==> config.mk <==
export PLATFORM = sky130hd
export DESIGN_NAME = epoch_seconds_to_calendar_core
export DESIGN_NICKNAME = d
export VERILOG_FILES = /design/src/rtl/es2c_pkg.sv /design/src/rtl/es2c_sdiv.sv /design/src/rtl/es2c_mwalk.sv /design/src/rtl/epoch_seconds_to_calendar_core.sv
export SDC_FILE = /design/constraint.sdc
export NUM_CORES = 1
export LEC_CHECK = 0
export BUFFER_PORTS_ARGS = -buffer_cell sky130_fd_sc_hd__buf_2
export CAP_MARGIN = 30
export CORE_MARGIN = 2
export CORE_UTILIZATION = 54
export CTS_CLUSTER_SIZE = 14
export DETAILED_ROUTE_END_ITERATION = 8
export PLACE_DENSITY = 0.8
export SYNTH_ARGS = -nofsm -noshare
export SYNTH_HDL_FRONTEND = slang
export SYNTH_SLANG_ARGS = --single-unit
export TNS_END_PERCENT = 10
==> constraint.sdc <==
create_clock -name clk -period 3.5 [get_ports clk]
set_clock_uncertainty 0.05 [all_clocks]
set_input_delay 0.875 -clock clk [delete_from_list [all_inputs] [get_ports clk]]
set_output_delay 0.875 -clock clk [all_outputs]
set_load 0.1 [all_outputs]
==> src/rtl/es2c_pkg.sv <==
// ----------------------------------------------------------------------------
// es2c_pkg - shared types and constants for the epoch-to-calendar converter
// constants, request structs and the month length function
// ----------------------------------------------------------------------------
package es2c_pkg;

  localparam int EPOCH_W  = 32;   // input seconds count
  localparam int DIVD_W   = 32;   // serial divider dividend / quotient register
  localparam int DSR_W    = 16;   // serial divider divisor and remainder
  localparam int CNT_W    = 6;    // serial divider step count
  localparam int YEAR_W   = 11;
  localparam int MON_W    = 4;
  localparam int DOM_W    = 5;
  localparam int DOY_W    = 9;
  localparam int HOUR_W   = 5;
  localparam int MIN_W    = 6;
  localparam int SEC_W    = 6;
  localparam int YHRS_W   = 14;   // hours within one year

  localparam logic [DSR_W-1:0]  SEC_PER_MIN     = 16'd60;
  localparam logic [DSR_W-1:0]  HOURS_PER_BLOCK = 16'd35064;  // 1461 days
  localparam logic [DSR_W-1:0]  HOURS_PER_DAY   = 16'd24;
  localparam logic [YHRS_W-1:0] HOURS_COMMON_YR = 14'd8760;
  localparam logic [YHRS_W-1:0] HOURS_LEAP_YR   = 14'd8784;
  localparam logic [YEAR_W-1:0] BASE_YEAR       = 11'd1970;
  localparam logic [DOY_W-1:0]  LEAP_DAY_OF_YR  = 9'd60;
  localparam logic [DOM_W-1:0]  LEAP_DAY_DOM    = 5'd29;

  localparam logic [MON_W-1:0]  MONTH_JAN = 4'd1;
  localparam logic [MON_W-1:0]  MONTH_FEB = 4'd2;
  localparam logic [MON_W-1:0]  MONTH_DEC = 4'd12;

  // significant dividend bits of each division pass
  localparam logic [CNT_W-1:0]  BITS_SECS  = 6'd31;
  localparam logic [CNT_W-1:0]  BITS_MINS  = 6'd26;
  localparam logic [CNT_W-1:0]  BITS_HOURS = 6'd20;
  localparam logic [CNT_W-1:0]  BITS_YHRS  = 6'd14;

  typedef struct packed {
    logic              start;
    logic [DIVD_W-1:0] dividend;   // left aligned
    logic [DSR_W-1:0]  divisor;
    logic [CNT_W-1:0]  nbits;
  } div_req_t;

  typedef struct packed {
    logic             start;
    logic             leap;
    logic [DOY_W-1:0] doy;         // day of year, from one
  } mw_req_t;

  function automatic logic [DOM_W-1:0] month_len(input logic [MON_W-1:0] m);
    logic [DOM_W-1:0] len;
    unique case (m)
      4'd2:                      len = 5'd28;
      4'd4, 4'd6, 4'd9, 4'd11:   len = 5'd30;
      default:                   len = 5'd31;
    endcase
    return len;
  endfunction

endpackage

==> src/rtl/es2c_sdiv.sv <==
// ----------------------------------------------------------------------------
// es2c_sdiv - bit-serial restoring divider
// one quotient bit per cycle, quotient shifts into the dividend register
// ----------------------------------------------------------------------------
module es2c_sdiv (
  input  logic                          clk,
  input  logic                          rst_n,
  input  es2c_pkg::div_req_t            req,
  output logic                          done,
  output logic [es2c_pkg::DIVD_W-1:0]   quo,
  output logic [es2c_pkg::DSR_W-1:0]    rem
);
  import es2c_pkg::*;

  logic [DIVD_W-1:0] a_r, a_nxt;
  logic [DSR_W-1:0]  rem_r, rem_nxt;
  logic [DSR_W-1:0]  dsr_r, dsr_nxt;
  logic [CNT_W-1:0]  cnt_r, cnt_nxt;
  logic              done_r, done_nxt;
  logic [DSR_W:0]    trial;
  logic [DSR_W:0]    diff;
  logic              ge;

  // trial subtract of the next partial remainder
  assign trial = {rem_r, a_r[DIVD_W-1]};
  assign diff  = trial - {1'b0, dsr_r};
  assign ge    = (trial >= {1'b0, dsr_r});

  always_comb begin
    a_nxt    = a_r;
    rem_nxt  = rem_r;
    dsr_nxt  = dsr_r;
    cnt_nxt  = cnt_r;
    done_nxt = 1'b0;
    if (req.start) begin
      a_nxt   = req.dividend;
      rem_nxt = '0;
      dsr_nxt = req.divisor;
      cnt_nxt = req.nbits;
    end else if (cnt_r != '0) begin
      a_nxt    = {a_r[DIVD_W-2:0], ge};
      rem_nxt  = ge ? diff[DSR_W-1:0] : trial[DSR_W-1:0];
      cnt_nxt  = cnt_r - 1'b1;
      done_nxt = (cnt_r == CNT_W'(1));
    end
  end

  always_ff @(posedge clk) begin
    if (!rst_n) begin
      cnt_r  <= '0;
      done_r <= 1'b0;
    end else begin
      cnt_r  <= cnt_nxt;
      done_r <= done_nxt;
    end
  end

  always_ff @(posedge clk) begin
    a_r   <= a_nxt;
    rem_r <= rem_nxt;
    dsr_r <= dsr_nxt;
  end

  assign done = done_r;
  assign quo  = a_r;
  assign rem  = rem_r;

endmodule

==> src/rtl/es2c_mwalk.sv <==
// ----------------------------------------------------------------------------
// es2c_mwalk - month walker
// splits a day of year into month and day of month, one month per cycle
// ----------------------------------------------------------------------------
module es2c_mwalk (
  input  logic                         clk,
  input  logic                         rst_n,
  input  es2c_pkg::mw_req_t            req,
  output logic                         done,
  output logic [es2c_pkg::MON_W-1:0]   month,
  output logic [es2c_pkg::DOM_W-1:0]   dom
);
  import es2c_pkg::*;

  logic              run_r, run_nxt;
  logic              fin_r, fin_nxt;
  logic [MON_W-1:0]  mon_r, mon_nxt;
  logic [DOY_W-1:0]  day_r, day_nxt;
  logic [DOY_W-1:0]  len;
  logic              stop;

  assign len  = {{(DOY_W-DOM_W){1'b0}}, month_len(mon_r)};
  assign stop = fin_r || (mon_r == MONTH_DEC) || (len >= day_r);

  always_comb begin
    run_nxt = run_r;
    fin_nxt = fin_r;
    mon_nxt = mon_r;
    day_nxt = day_r;
    if (req.start) begin
      run_nxt = 1'b1;
      fin_nxt = 1'b0;
      mon_nxt = MONTH_JAN;
      day_nxt = req.doy;
      if (req.leap && (req.doy == LEAP_DAY_OF_YR)) begin
        // february 29 is final right away
        fin_nxt = 1'b1;
        mon_nxt = MONTH_FEB;
        day_nxt = {{(DOY_W-DOM_W){1'b0}}, LEAP_DAY_DOM};
      end else if (req.leap && (req.doy > LEAP_DAY_OF_YR)) begin
        day_nxt = req.doy - 1'b1;
      end
    end else if (run_r) begin
      if (stop) begin
        run_nxt = 1'b0;
      end else begin
        day_nxt = day_r - len;
        mon_nxt = mon_r + 1'b1;
      end
    end
  end

  always_ff @(posedge clk) begin
    if (!rst_n) begin
      run_r <= 1'b0;
      fin_r <= 1'b0;
    end else begin
      run_r <= run_nxt;
      fin_r <= fin_nxt;
    end
  end

  always_ff @(posedge clk) begin
    mon_r <= mon_nxt;
    day_r <= day_nxt;
  end

  assign done  = run_r && stop;
  assign month = mon_r;
  assign dom   = day_r[DOM_W-1:0];

endmodule

==> src/rtl/epoch_seconds_to_calendar_core.sv <==
// ----------------------------------------------------------------------------
// epoch_seconds_to_calendar_core - seconds since 1970 to calendar date/time
// throughput: one conversion at a time; the input stalls from a transfer until
//   the result enters the output register, which waits while the output stalls;
//   conversion time is set by the bit-serial divider (31 + 26 + 20 + 14
//   quotient bits) plus up to 3 year and 11 month steps
// reset: synchronous active low, clears the sequencer and the result valid
// ----------------------------------------------------------------------------
module epoch_seconds_to_calendar_core (
  input  logic                           clk,
  input  logic                           rst_n,
  // input channel
  input  logic                           in_valid,
  output logic                           in_stall,
  input  logic signed [es2c_pkg::EPOCH_W-1:0] in_epoch_seconds,
  // result channel
  output logic                           out_valid,
  input  logic                           out_stall,
  output logic [es2c_pkg::SEC_W-1:0]     out_second,
  output logic [es2c_pkg::MIN_W-1:0]     out_minute,
  output logic [es2c_pkg::HOUR_W-1:0]    out_hour,
  output logic [es2c_pkg::DOM_W-1:0]     out_day_of_month,
  output logic [es2c_pkg::MON_W-1:0]     out_month,
  output logic [es2c_pkg::YEAR_W-1:0]    out_year
);
  import es2c_pkg::*;

  // sequencer states
  localparam logic [2:0] ST_IDLE = 3'd0;  // waiting for an input transfer
  localparam logic [2:0] ST_SECS = 3'd1;  // seconds / 60
  localparam logic [2:0] ST_MINS = 3'd2;  // minutes / 60
  localparam logic [2:0] ST_BLK  = 3'd3;  // hours / four-year block
  localparam logic [2:0] ST_YEAR = 3'd4;  // walk years inside the block
  localparam logic [2:0] ST_DAY  = 3'd5;  // hours of year / 24
  localparam logic [2:0] ST_MON  = 3'd6;  // month walk
  localparam logic [2:0] ST_DONE = 3'd7;  // hand over to output register

  logic [2:0]        state_r, state_nxt;
  logic              accept;

  // working values
  logic [SEC_W-1:0]  sec_r, sec_nxt;
  logic [MIN_W-1:0]  min_r, min_nxt;
  logic [HOUR_W-1:0] hour_r, hour_nxt;
  logic [YEAR_W-1:0] yr_r, yr_nxt;
  logic [DSR_W-1:0]  hrs_r, hrs_nxt;       // hours left within block / year
  logic [MON_W-1:0]  mon_r, mon_nxt;
  logic [DOM_W-1:0]  dom_r, dom_nxt;

  // output register
  logic              out_valid_r, out_valid_nxt;
  logic [SEC_W-1:0]  out_sec_r;
  logic [MIN_W-1:0]  out_min_r;
  logic [HOUR_W-1:0] out_hour_r;
  logic [DOM_W-1:0]  out_dom_r;
  logic [MON_W-1:0]  out_mon_r;
  logic [YEAR_W-1:0] out_yr_r;
  logic              out_load;

  // shared divider and month walker
  div_req_t          div_req;
  logic              div_done;
  logic [DIVD_W-1:0] div_quo;
  logic [DSR_W-1:0]  div_rem;
  mw_req_t           mw_req;
  logic              mw_done;
  logic [MON_W-1:0]  mw_month;
  logic [DOM_W-1:0]  mw_dom;

  logic [DIVD_W-1:0] clamped;
  logic              leap;
  logic [YHRS_W-1:0] year_hrs;
  logic              year_fits;

  assign accept   = in_valid && (state_r == ST_IDLE);
  assign in_stall = (state_r != ST_IDLE);

  // negative counts become zero
  assign clamped  = in_epoch_seconds[EPOCH_W-1] ? '0 : DIVD_W'(in_epoch_seconds);

  assign leap      = (yr_r[1:0] == 2'b00);
  assign year_hrs  = leap ? HOURS_LEAP_YR : HOURS_COMMON_YR;
  assign year_fits = (hrs_r < {{(DSR_W-YHRS_W){1'b0}}, year_hrs});

  // output register frees when empty or when its transfer happens now
  assign out_load = (state_r == ST_DONE) && (!out_valid_r || !out_stall);

  always_comb begin
    state_nxt = state_r;
    sec_nxt   = sec_r;
    min_nxt   = min_r;
    hour_nxt  = hour_r;
    yr_nxt    = yr_r;
    hrs_nxt   = hrs_r;
    mon_nxt   = mon_r;
    dom_nxt   = dom_r;

    div_req.start    = 1'b0;
    div_req.dividend = '0;
    div_req.divisor  = SEC_PER_MIN;
    div_req.nbits    = BITS_SECS;

    mw_req.start = 1'b0;
    mw_req.leap  = leap;
    mw_req.doy   = div_quo[DOY_W-1:0] + 1'b1;

    unique case (state_r)
      ST_IDLE: begin
        if (accept) begin
          // dividend left aligned to its 31 significant bits
          div_req.start    = 1'b1;
          div_req.dividend = {clamped[DIVD_W-2:0], 1'b0};
          div_req.divisor  = SEC_PER_MIN;
          div_req.nbits    = BITS_SECS;
          state_nxt        = ST_SECS;
        end
      end
      ST_SECS: begin
        if (div_done) begin
          sec_nxt          = div_rem[SEC_W-1:0];
          div_req.start    = 1'b1;
          div_req.dividend = {div_quo[25:0], 6'b0};
          div_req.divisor  = SEC_PER_MIN;
          div_req.nbits    = BITS_MINS;
          state_nxt        = ST_MINS;
        end
      end
      ST_MINS: begin
        if (div_done) begin
          min_nxt          = div_rem[MIN_W-1:0];
          div_req.start    = 1'b1;
          div_req.dividend = {div_quo[19:0], 12'b0};
          div_req.divisor  = HOURS_PER_BLOCK;
          div_req.nbits    = BITS_HOURS;
          state_nxt        = ST_BLK;
        end
      end
      ST_BLK: begin
        if (div_done) begin
          // four years per block
          yr_nxt    = BASE_YEAR + {4'b0, div_quo[4:0], 2'b00};
          hrs_nxt   = div_rem;
          state_nxt = ST_YEAR;
        end
      end
      ST_YEAR: begin
        if (year_fits) begin
          div_req.start    = 1'b1;
          div_req.dividend = {hrs_r[YHRS_W-1:0], 18'b0};
          div_req.divisor  = HOURS_PER_DAY;
          div_req.nbits    = BITS_YHRS;
          state_nxt        = ST_DAY;
        end else begin
          hrs_nxt = hrs_r - {{(DSR_W-YHRS_W){1'b0}}, year_hrs};
          yr_nxt  = yr_r + 1'b1;
        end
      end
      ST_DAY: begin
        if (div_done) begin
          hour_nxt     = div_rem[HOUR_W-1:0];
          mw_req.start = 1'b1;
          state_nxt    = ST_MON;
        end
      end
      ST_MON: begin
        if (mw_done) begin
          mon_nxt   = mw_month;
          dom_nxt   = mw_dom;
          state_nxt = ST_DONE;
        end
      end
      ST_DONE: begin
        if (out_load) begin
          state_nxt = ST_IDLE;
        end
      end
      default: begin
        state_nxt = ST_IDLE;
      end
    endcase
  end

  // result valid holds until its transfer
  always_comb begin
    out_valid_nxt = out_valid_r;
    if (out_load) begin
      out_valid_nxt = 1'b1;
    end else if (out_valid_r && !out_stall) begin
      out_valid_nxt = 1'b0;
    end
  end

  always_ff @(posedge clk) begin
    if (!rst_n) begin
      state_r     <= ST_IDLE;
      out_valid_r <= 1'b0;
    end else begin
      state_r     <= state_nxt;
      out_valid_r <= out_valid_nxt;
    end
  end

  always_ff @(posedge clk) begin
    sec_r  <= sec_nxt;
    min_r  <= min_nxt;
    hour_r <= hour_nxt;
    yr_r   <= yr_nxt;
    hrs_r  <= hrs_nxt;
    mon_r  <= mon_nxt;
    dom_r  <= dom_nxt;
    if (out_load) begin
      out_sec_r  <= sec_r;
      out_min_r  <= min_r;
      out_hour_r <= hour_r;
      out_dom_r  <= dom_r;
      out_mon_r  <= mon_r;
      out_yr_r   <= yr_r;
    end
  end

  es2c_sdiv u_sdiv (
    .clk   (clk),
    .rst_n (rst_n),
    .req   (div_req),
    .done  (div_done),
    .quo   (div_quo),
    .rem   (div_rem)
  );

  es2c_mwalk u_mwalk (
    .clk   (clk),
    .rst_n (rst_n),
    .req   (mw_req),
    .done  (mw_done),
    .month (mw_month),
    .dom   (mw_dom)
  );

  assign out_valid        = out_valid_r;
  assign out_second       = out_sec_r;
  assign out_minute       = out_min_r;
  assign out_hour         = out_hour_r;
  assign out_day_of_month = out_dom_r;
  assign out_month        = out_mon_r;
  assign out_year         = out_yr_r;

endmodule

==> qor.yml <==
clocking:
  cts_num_sinks: 167
  h-tree-depth: 4
  post_cts_buffers: 0
  cts-buffers-inserted: 17
  cts_tree: "done"
  cts_hold_buf: 0
  clk_path_buf_depth: 2
  root_buffer: "clkbuf_16"
  clk_pin_slew_worst_paths_ns: 0.07
  ctsResizeCount: 0
  insertion_delay_ns: 0.44
worst_setup_path:
  r2r_end: "u_sdiv.quo[31]"
  startpoint: "yr_r[0]"
  rr_worst_depth: 10
  path_class: "flip-flop to flip-flop"
  worstPathRequired_ns: 3.53
  arrival_ns: 3.13
  r2r_slack_ns: 0.40
  crit_path_end_kind: "flip-flop"
  r2r_start: "yr_r[0]"
  cp_max_fo: 32
  cp-start-kind: "flip-flop"
logic_synthesis:
  ys_types: 68
  synth_edf_count: 138
  ys_ff_latch: 167
  ys_dominant_reg_cell: "edfxtp_1"
  synth.largest_area_cell: "edfxtp_1"
  async_flop_share_pct: 0
  yosysTopAreaCellShare_pct: 49.68
  yosys-top-cells-area: "edfxtp_1 (50%), dfxtp_1 (7.0%), ha_1 (3.9%)"
  yosys_warnings: 0
  synth_common_cells: "edfxtp_1 (138), nand2_1 (84), nor2_1 (64), o21ai_0 (44), a21oi_1 (38)"
  ys_seq_area_share_pct: 56.65
  syn_inst: 755
  syn-cell-area_mm2: 0.008340
  syn_nets: 818
  yosysMostFrequentCell: "edfxtp_1"
  avgSynthCellArea_um2: 11.05
sta:
  worst_slew_pin_slew_ns: 0.8994
  max_slew_margin_pct: 39.89
  drv_slew: 0
  rsz0062_at_grt: "no"
  fin_crit_ns: 3.098
  timing.final.crit_share_pct: 88.51
  max_freq_mhz: 322.8
  hold_viol: 0
  finalSetupViolCount: 0
  finalSetupTns_ns: 0
placement:
  place_congestion: 0.8651
  portBuffers: 74
  dpl_cell_area_mm2: 0.008887
  post-dp-hpwl_um: 12650
routing:
  drt_wl_total_um: 18310
  wire_per_inst_um: 17.85
  drc_errors: 0
  firstDrtPassIters: 8
  vias_per_cell: 6.027
  vias: 6184
  ant_nets: 0
  dr.first_iter.drc_count: 753
outcome:
  status: "complete, no violations"
cells_and_area:
  drive_gt1_share_pct: 16.47
  final_net_count: 888
  post-route-util_pct: 62.45
  diodes: 0
  stdcell_area_mm2: 0.009458
  ff_latch_area_mm2: 0.004725
  area_delta_synth_final_pct: 13.40
  multi_input_area_mm2: 0.003294
  fillers: 1127
global_route:
  grt.overflow.total: 0
  grt_use_total_pct: 22.88
  grt_max_degree: 38
  grt_antenna_before_repair: 0
  grt_pass1_wl_um: 29170
  grt_pass1_vias: 5723
worst_hold_path:
  hold_depth: 0
  worstHoldPathType: "flip-flop to flip-flop"
  min_to: "out_hour[0]"
  hp-start: "hour_r[0]"
die:
  design.core.area_mm2: 0.01515
  fp.dieW_um: 128.3
  io_pins: 75
  dieHeight_um: 128.3
  dieArea_mm2: 0.01646
  start_util_pct: 55.07
  rows: 45
pwr:
  peakVddDrop_uv: 477.4
  powerDensity_mw_per_mm2: 743.0
  p_leak_nw: 3.596
job:
  max_cap_viol_count: 0
-- flip-flops by register name, summed over array words and instances, names as in the netlist, 5 cells and up --
register	count
out_hour	5
out_minute	6
out_year	11
u_sdiv.quo	32
u_sdiv.cnt_r	6
min_r	6
out_second	6
hour_r	5
yr_r	11
dom_r	5
sec_r	6
u_mwalk.day_r	9
hrs_r	16
out_day_of_month	5
u_sdiv.rem	16
-- layout by cell type, fill, tap and decap left out, types with 3 or more instances in the layout --
cell type and instances:
edfxtp_1 138, xor2_1 26, a222oi_1 24, a211oi_1 6, nor2_1 63, nand3b_1 3
a21boi_0 8, inv_1 36, inv_8 3, buf_2 74, o21ai_1 3, a31oi_1 20
o21ai_0 44, a21o_1 3, a22oi_1 3, a21oi_1 37, nor2b_1 4, or4_1 3
o21a_1 3, and3_1 9, inv_6 4, nand2b_1 4, nor3_1 12, or2_2 3
nand2_1 84, dfxtp_1 29, o211ai_1 7, o41ai_1 4, buf_4 16, nand3_1 18
nor4_1 7, clkbuf_16 17, xnor2_1 27, ha_1 26, and2_1 11, o31ai_1 3
mux2i_1 6
-- worst max path at each step --
stage | slack (ns) | to | depth (start not counted)
2_1_floorplan | 0.24 | u_sdiv.quo[0] | 9
3_3_place_gp | 0.63 | u_sdiv.quo[28] | 10
3_5_place_dp | 0.53 | u_sdiv.quo[17] | 10
4_1_cts | 0.44 | u_sdiv.quo[28] | 10
5_1_grt | 0.26 | u_sdiv.quo[26] | 10
6_report | 0.40 | u_sdiv.quo[31] | 10
-- power by group --
part           switching [W]  leakage (nW)  internal, W
logic                0.00126          1.78     0.000846
clock network       0.000811         0.277      0.00100
registers           0.000474          1.54      0.00264
-- critical path, stage by stage (launching register included) --
cell,delay (ns)
edfxtp_1,0.45
inv_1,0.09
ha_1,0.26
ha_1,0.30
and3b_1,0.21
o21ai_0,0.26
a31oi_1,0.19
o21a_1,0.26
buf_4,0.19
nand2_1,0.08
buf_4,0.37
-- through the flow --
stage               instances  worst slack [ns]  total power [W]  hold WS (ns)
finish                   1026            0.4023         0.007027        0.3678
global route             1026            0.2568         0.007400        0.3722
CTS                      1026            0.4432         0.007000        0.3691
detailed placement        994            0.5320         0.005188        0.3545
global placement          994            0.6310         0.005124        0.3515
floorplan                 755            0.2365         0.004666        0.3503
-- logic make-up after synthesis --
kind of cell / after synthesis / synth area share (%)
AOI/OAI and AO/OA: 182 / 14.87
xor gates and xnor gates: 53 / 5.566
adders and majority gates: 27 / 4.140
buffers and inverters: 77 / 4.020
DFF: 167 / 56.65
muxes: 8 / 0.9901
and+or+nand+nor: 241 / 13.77
-- final cells by class --
type | count | area share [%]
repair buffers | 90 | 5.186
well taps | 188 | 2.487
inverters | 38 | 1.508
multi-input cells | 511 | 34.83
clock inverters | 14 | 1.495
flip-flops and latches | 167 | 49.95
clock buffers | 18 | 4.538
-- metal layers --
metal | GRT usage (%) | up-vias | wire length [um]
met4 | 9.567 | 0 | 494
met2 | 37.98 | 285 | 8955
met5 | 0 | - | 0
li1 | - | 2940 | -
met1 | 29.65 | 2912 | 7615
met3 | 4.174 | 47 | 1249
Power figures use the tool's default switching activity.
